$ cat src/rtl/rmis_pkg.sv
// shared types, opcodes and constants for the instruction step block
`default_nettype none
package rmis_pkg;
    localparam int MemWords = 4096;
    localparam int DataBase = 1000;
    localparam int NumRegs = 32;
    localparam logic [4:0] LinkReg = 5'd31;

    typedef enum logic [3:0] {
        OP_ADD = 4'd0, OP_SUB = 4'd1, OP_DIV = 4'd2, OP_MULT = 4'd3,
        OP_BEQ = 4'd4, OP_BNE = 4'd5, OP_BLEZ = 4'd6, OP_BGTZ = 4'd7,
        OP_J = 4'd8, OP_JAL = 4'd9, OP_JR = 4'd10, OP_LW = 4'd11,
        OP_SW = 4'd12, OP_LI = 4'd13, OP_SRL = 4'd14, OP_SLL = 4'd15
    } t_opcode;

    typedef struct packed {
        logic [3:0]         opcode;
        logic [4:0]         dest_reg;
        logic [4:0]         src_a;
        logic [4:0]         src_b;
        logic signed [31:0] imm_a;
        logic signed [31:0] imm_b;
        logic [4:0]         shift_amount;
        logic [7:0]         cycle_cost;
    } t_in_item;

    typedef struct packed {
        logic [11:0]        next_pc;
        logic               reg_written;
        logic [4:0]         written_reg;
        logic signed [31:0] written_value;
        logic               div_zero;
        logic               mem_error;
        logic [31:0]        cycle_total;
        logic [31:0]        instr_total;
    } t_out_item;

    // divider handshake
    typedef struct packed {
        logic start;
    } t_div_ctl;
endpackage
`default_nettype wire

$ cat src/rtl/rmis_div.sv
// iterative signed divider, one quotient bit per cycle
`default_nettype none
module rmis_div (
    input  wire         i_clk,
    input  wire         i_rst_n,
    input  wire rmis_pkg::t_div_ctl i_ctl,
    input  wire  [31:0] i_a,
    input  wire  [31:0] i_b,
    output logic        o_done,
    output logic [31:0] o_q
);
    logic [31:0] r_rem, n_rem, r_quo, n_quo, r_div, n_div;
    logic [5:0]  r_cnt, n_cnt;
    logic        r_neg, n_neg, r_busy, n_busy, r_done, n_done;
    logic [32:0] w_trial;
    logic [31:0] w_rem_sh;

    always_comb begin
        n_rem = r_rem; n_quo = r_quo; n_div = r_div; n_cnt = r_cnt;
        n_neg = r_neg; n_busy = r_busy; n_done = 1'b0;
        w_rem_sh = {r_rem[30:0], r_quo[31]};
        w_trial = {1'b0, w_rem_sh} - {1'b0, r_div};
        if (i_ctl.start) begin
            n_rem = '0;
            n_quo = i_a[31] ? (32'd0 - i_a) : i_a;
            n_div = i_b[31] ? (32'd0 - i_b) : i_b;
            n_neg = i_a[31] ^ i_b[31];
            n_cnt = 6'd0;
            n_busy = 1'b1;
        end else if (r_busy) begin
            if (!w_trial[32]) begin
                n_rem = w_trial[31:0];
                n_quo = {r_quo[30:0], 1'b1};
            end else begin
                n_rem = w_rem_sh;
                n_quo = {r_quo[30:0], 1'b0};
            end
            n_cnt = r_cnt + 6'd1;
            if (r_cnt == 6'd31) begin
                n_busy = 1'b0;
                n_done = 1'b1;
            end
        end
    end

    always_ff @(posedge i_clk) begin
        r_rem <= n_rem; r_quo <= n_quo; r_div <= n_div;
        r_cnt <= n_cnt; r_neg <= n_neg;
        if (!i_rst_n) begin
            r_busy <= 1'b0;
            r_done <= 1'b0;
        end else begin
            r_busy <= n_busy;
            r_done <= n_done;
        end
    end

    assign o_done = r_done;
    assign o_q = r_neg ? (32'd0 - r_quo) : r_quo;
endmodule
`default_nettype wire

$ cat config.mk
export PLATFORM = sky130hd
export DESIGN_NAME = rmis_div
export DESIGN_NICKNAME = d
export VERILOG_FILES = /design/src/rtl/rmis_pkg.sv /design/src/rtl/rmis_div.sv
export SDC_FILE = /design/constraint.sdc
export NUM_CORES = 1
export LEC_CHECK = 0
export BUFFER_PORTS_ARGS = -buffer_cell sky130_fd_sc_hd__buf_2
export CORE_AREA = 2 2 142 144
export CTS_BUF_LIST = sky130_fd_sc_hd__clkbuf_4 sky130_fd_sc_hd__clkbuf_8 sky130_fd_sc_hd__clkbuf_16
export CTS_CLUSTER_SIZE = 14
export DETAILED_ROUTE_END_ITERATION = 8
export DIE_AREA = 0 0 144 146
export GPL_TIMING_DRIVEN = 0
export PLACE_DENSITY_LB_ADDON = 0.05
export SYNTH_ARGS = -nofsm -noshare
export SYNTH_HDL_FRONTEND = slang
export SYNTH_SLANG_ARGS = --single-unit
$ cat constraint.sdc
create_clock -name i_clk -period 3.5 [get_ports i_clk]
set_clock_uncertainty 0.1 [all_clocks]
set_input_delay 0.7 -clock i_clk [delete_from_list [all_inputs] [get_ports i_clk]]
set_output_delay 0.7 -clock i_clk [all_outputs]
set_load 0.02 [all_outputs]
==> summary.md <==
| Metric | Value |
|---|---|
| Run status | `finished, violations left` |
| Violated checks | `negative setup slack` |
| Kind of end point of the critical path | `output port` |
| Synth Flop Type | `sky130_fd_sc_hd__edfxtp_1` |
| X dimension of the die | `144 um` |
| Worst hold-check path type | `flop to flop` |
| Number of rows created at floorplan | `51` |
| Setup slack of the critical path after layout | `-0.344 ns` |
| Initial detailed-routing violation count | `269` |
| # Max-Cap Violations | `0` |
| Ratio of cells with drive above 1 in the final layout | `19.8%` |
| Overall die height | `146 um` |
| Cell taking the most area after synthesis | `sky130_fd_sc_hd__edfxtp_1` |
| Cell types with the largest area share after synthesis | `sky130_fd_sc_hd__edfxtp_1 26%, sky130_fd_sc_hd__dfxtp_1 10%, sky130_fd_sc_hd__xnor2_1 9.4%` |
| Router iterations before antenna repair | `4` |
| Number of instances in the synthesized netlist | `833` |
| Final non-filler cell area | `0.00912 sq mm` |
| Top cells by count, synth | `89 x sky130_fd_sc_hd__nor2_1, 80 x sky130_fd_sc_hd__xnor2_1, 65 x sky130_fd_sc_hd__edfxtp_1` |
| Count of boundary I/O pins | `100` |
| Leakage power | `0.00355 uW` |
| Average cell area after synthesis | `8.95 sq um` |
| Hold violation total from the final report | `0` |
| Data required time at the worst endpoint | `2.70 ns` |
| Largest net degree at the start of global routing | `36` |
| Initial core utilization | `38.6%` |
| Area of the placeable core | `0.0193 sq mm` |
| # fillers | `1912` |
| Number of antenna violations at the first check in global routing | `0` |
| Synth-to-layout area growth | `22.4%` |
| Worst setup path startpoint | `r_quo[12]` |
| # H-tree levels | `3` |
| Cell area after technology mapping | `0.00745 sq mm` |
| Tot GR Track Use | `18.0%` |
| Final setup violating endpoints | `17` |
| Unrepaired setup endpoints after global routing | `true` |
| Critical register-to-register path endpoint | `r_rem[28]` |
| Number of nets produced by synthesis | `937` |
| Post-synth top area share | `26.2%` |
| Async set-reset flop share out of synthesis | `0%` |
| Most instantiated library cell after synthesis | `sky130_fd_sc_hd__nor2_1` |
| Gp weighted congestion | `0.878` |
| Synthesis Warnings | `0` |
| Number of flops mapped to enable cells by yosys | `65` |
| Number of global-route vias before repair | `5955` |
| Max-slew violation total from the final report | `0` |
| Arrival @ worst endpoint | `3.04 ns` |
| Slew Limit Headroom | `41.7%` |
| Largest fanout of any net on the critical path | `3` |
| Maximum VDD drop | `0.230 mV` |
| R2R Setup Slk | `0.24 ns` |
| Total number of vias | `6293` |
| Dpl hpwl | `14400 um` |
| Worst Max-Slew Pin Slew | `0.867 ns` |
| Diode count | `0` |
| Total die area | `0.0210 sq mm` |
| Register bit total from synthesis | `104` |
| Global-route wire length before repair | `30500 um` |
| Maximum count of clock buffers along a single path | `2` |
| Startpoint type of the worst setup path | `flop` |
| Final critical path time including I/O delays and setup | `3.84 ns` |
| Share of the core filled with cells in the final layout | `47.2%` |
| Area of the multi-input gates | `0.00471 sq mm` |
| Buffers on Ports | `99` |
| Root buffer cell | `sky130_fd_sc_hd__clkbuf_16` |
| Number of CTS-inserted buffers | `9` |
| End point of the critical path | `o_q[31]` |
| Number of distinct library cells after synthesis | `55` |
| Fin crit share | `110%` |
| CTS tree | `yes` |
| Seq. cell area | `0.00273 sq mm` |
| Residual DRC count | `0` |
| Fraction of the yosys area taken by sequential cells | `36.7%` |
| Sinks on the clock net | `104` |
| Highest attainable clock frequency | `0.260 GHz` |
| Vias/cell | `5.12` |
| Average wire per cell in the routed design | `15.3 um` |
| Grt ovf | `0` |
| Dpl cell area | `0.00832 sq mm` |
| Path type of the worst setup path | `flop to output port` |
| Worst-Skew Late Latency | `0.35 ns` |
| Source of the worst register-to-register timing path | `r_quo[31]` |
| Power density over cell area | `416 mW/mm^2` |
| Number of nets in the layout | `1064` |
| R2R depth | `14` |
| Clock-pin slew on the worst setup and hold paths | `0.07 ns` |
| Drt total wl | `18900 um` |
| ANT nets after route | `0` |
## through the flow
stage | power, uW | setup WS, ns | setup TNS [ns] | hold WS, ns | cells
CTS | 3800 | -0.351 | -3.35 | 0.378 | 1223
finish | 3800 | -0.344 | -3.36 | 0.383 | 1230
floorplan | 2360 | -0.250 | -0.965 | 0.324 | 833
detailed placement | 2700 | -0.759 | -16.43 | 0.373 | 1197
global route | 4030 | -0.476 | -5.04 | 0.392 | 1230
global placement | 2700 | -0.795 | -17.31 | 0.364 | 1197
## placed cells by master, fill, tap and decap left out, types with 6 or more instances in the layout
cell / Yosys / final
sky130_fd_sc_hd__mux2i_1: 26 / 26
sky130_fd_sc_hd__nand4_1: 6 / 6
sky130_fd_sc_hd__nor4_1: 7 / 7
sky130_fd_sc_hd__o21ai_0: 47 / 39
sky130_fd_sc_hd__o21a_1: 7 / 7
sky130_fd_sc_hd__inv_1: 51 / 50
sky130_fd_sc_hd__nor2b_1: 8 / 7
sky130_fd_sc_hd__or3_4: 1 / 8
sky130_fd_sc_hd__dfxtp_1: 39 / 39
sky130_fd_sc_hd__xor2_1: 37 / 37
sky130_fd_sc_hd__or4_4: 4 / 12
sky130_fd_sc_hd__buf_2: 0 / 86
sky130_fd_sc_hd__clkbuf_16: 0 / 11
sky130_fd_sc_hd__nand2_1: 54 / 53
sky130_fd_sc_hd__ha_1: 36 / 36
sky130_fd_sc_hd__a211oi_1: 28 / 27
sky130_fd_sc_hd__o31ai_1: 25 / 19
sky130_fd_sc_hd__o21ai_2: 0 / 6
sky130_fd_sc_hd__edfxtp_1: 65 / 65
sky130_fd_sc_hd__o41ai_1: 13 / 9
sky130_fd_sc_hd__a21o_1: 8 / 8
sky130_fd_sc_hd__nand3_1: 7 / 7
sky130_fd_sc_hd__nand2b_1: 9 / 8
sky130_fd_sc_hd__clkbuf_1: 30 / 29
sky130_fd_sc_hd__nor3_1: 9 / 8
sky130_fd_sc_hd__a31oi_1: 7 / 6
sky130_fd_sc_hd__buf_4: 1 / 28
sky130_fd_sc_hd__xnor2_1: 80 / 80
sky130_fd_sc_hd__nor2_1: 89 / 89
sky130_fd_sc_hd__or4_1: 18 / 10
sky130_fd_sc_hd__a21oi_1: 60 / 59
## registers in the layout, indices dropped and copies added, names as in the netlist
name    count
r_busy      1
r_rem      31
o_done      1
r_neg       1
r_cnt       6
r_div      32
r_quo      32
## power by group
group          internal [uW]  switching [uW]
clock                    603             440
sequential              1440             106
combinational            512             691
total                   2560            1240
## worst min-delay path by stage
stage / startpoint / end / cells past startpoint
finish: r_cnt[5] / o_done / 1
global route: r_cnt[5] / o_done / 1
CTS: r_cnt[5] / o_done / 1
detailed placement: r_cnt[5] / o_done / 1
global placement: r_cnt[5] / o_done / 1
floorplan: r_cnt[5] / o_done / 1
## layout make-up
type	count	area share, %
Multi-Input combinational cell	642	51.7
Sequential cell	104	30.0
Timing Repair Buffer	117	7.47
Tap cell	265	3.63
Clock buffer	14	3.33
Inverter	51	2.13
Buffer	35	1.69
Clock inverter	2	0.110
## kinds of logic after synthesis
group	after synthesis	synth area share [%]
adder cells (fa/ha/maj)	37	6.31
flip-flops	104	36.7
multiplexers	27	3.64
buffers and inverters	87	4.43
XOR/XNOR	117	13.7
AND/OR/NAND/NOR	237	15.6
AO/OA/AOI/OAI	224	19.6
## timing repair
action / CTS / global route
endpoints found under the setup margin: 51 / 45
hold buffers: 0 / 0
pin swaps: 4 / 17
buffers inserted: 10 / 8
resized for setup: 42 / 37
## per-layer routing
layer  GRT usage (%)  part of all wire, %
met2            29.8                   47
met3            1.94                  3.2
met4            4.66                  1.2
met5               0                    0
met1            25.0                   49
## worst max-delay path, stage by stage (launching register included)
cell	delay, ns
sky130_fd_sc_hd__edfxtp_1	0.39
sky130_fd_sc_hd__or3_4	0.40
sky130_fd_sc_hd__or4_4	0.44
sky130_fd_sc_hd__or3_4	0.35
sky130_fd_sc_hd__or3_4	0.41
sky130_fd_sc_hd__inv_4	0.07
sky130_fd_sc_hd__nand2_4	0.07
sky130_fd_sc_hd__o31ai_4	0.27
sky130_fd_sc_hd__xnor2_1	0.14
sky130_fd_sc_hd__buf_4	0.16
Note: power is estimated with default switching activity, not from simulation.
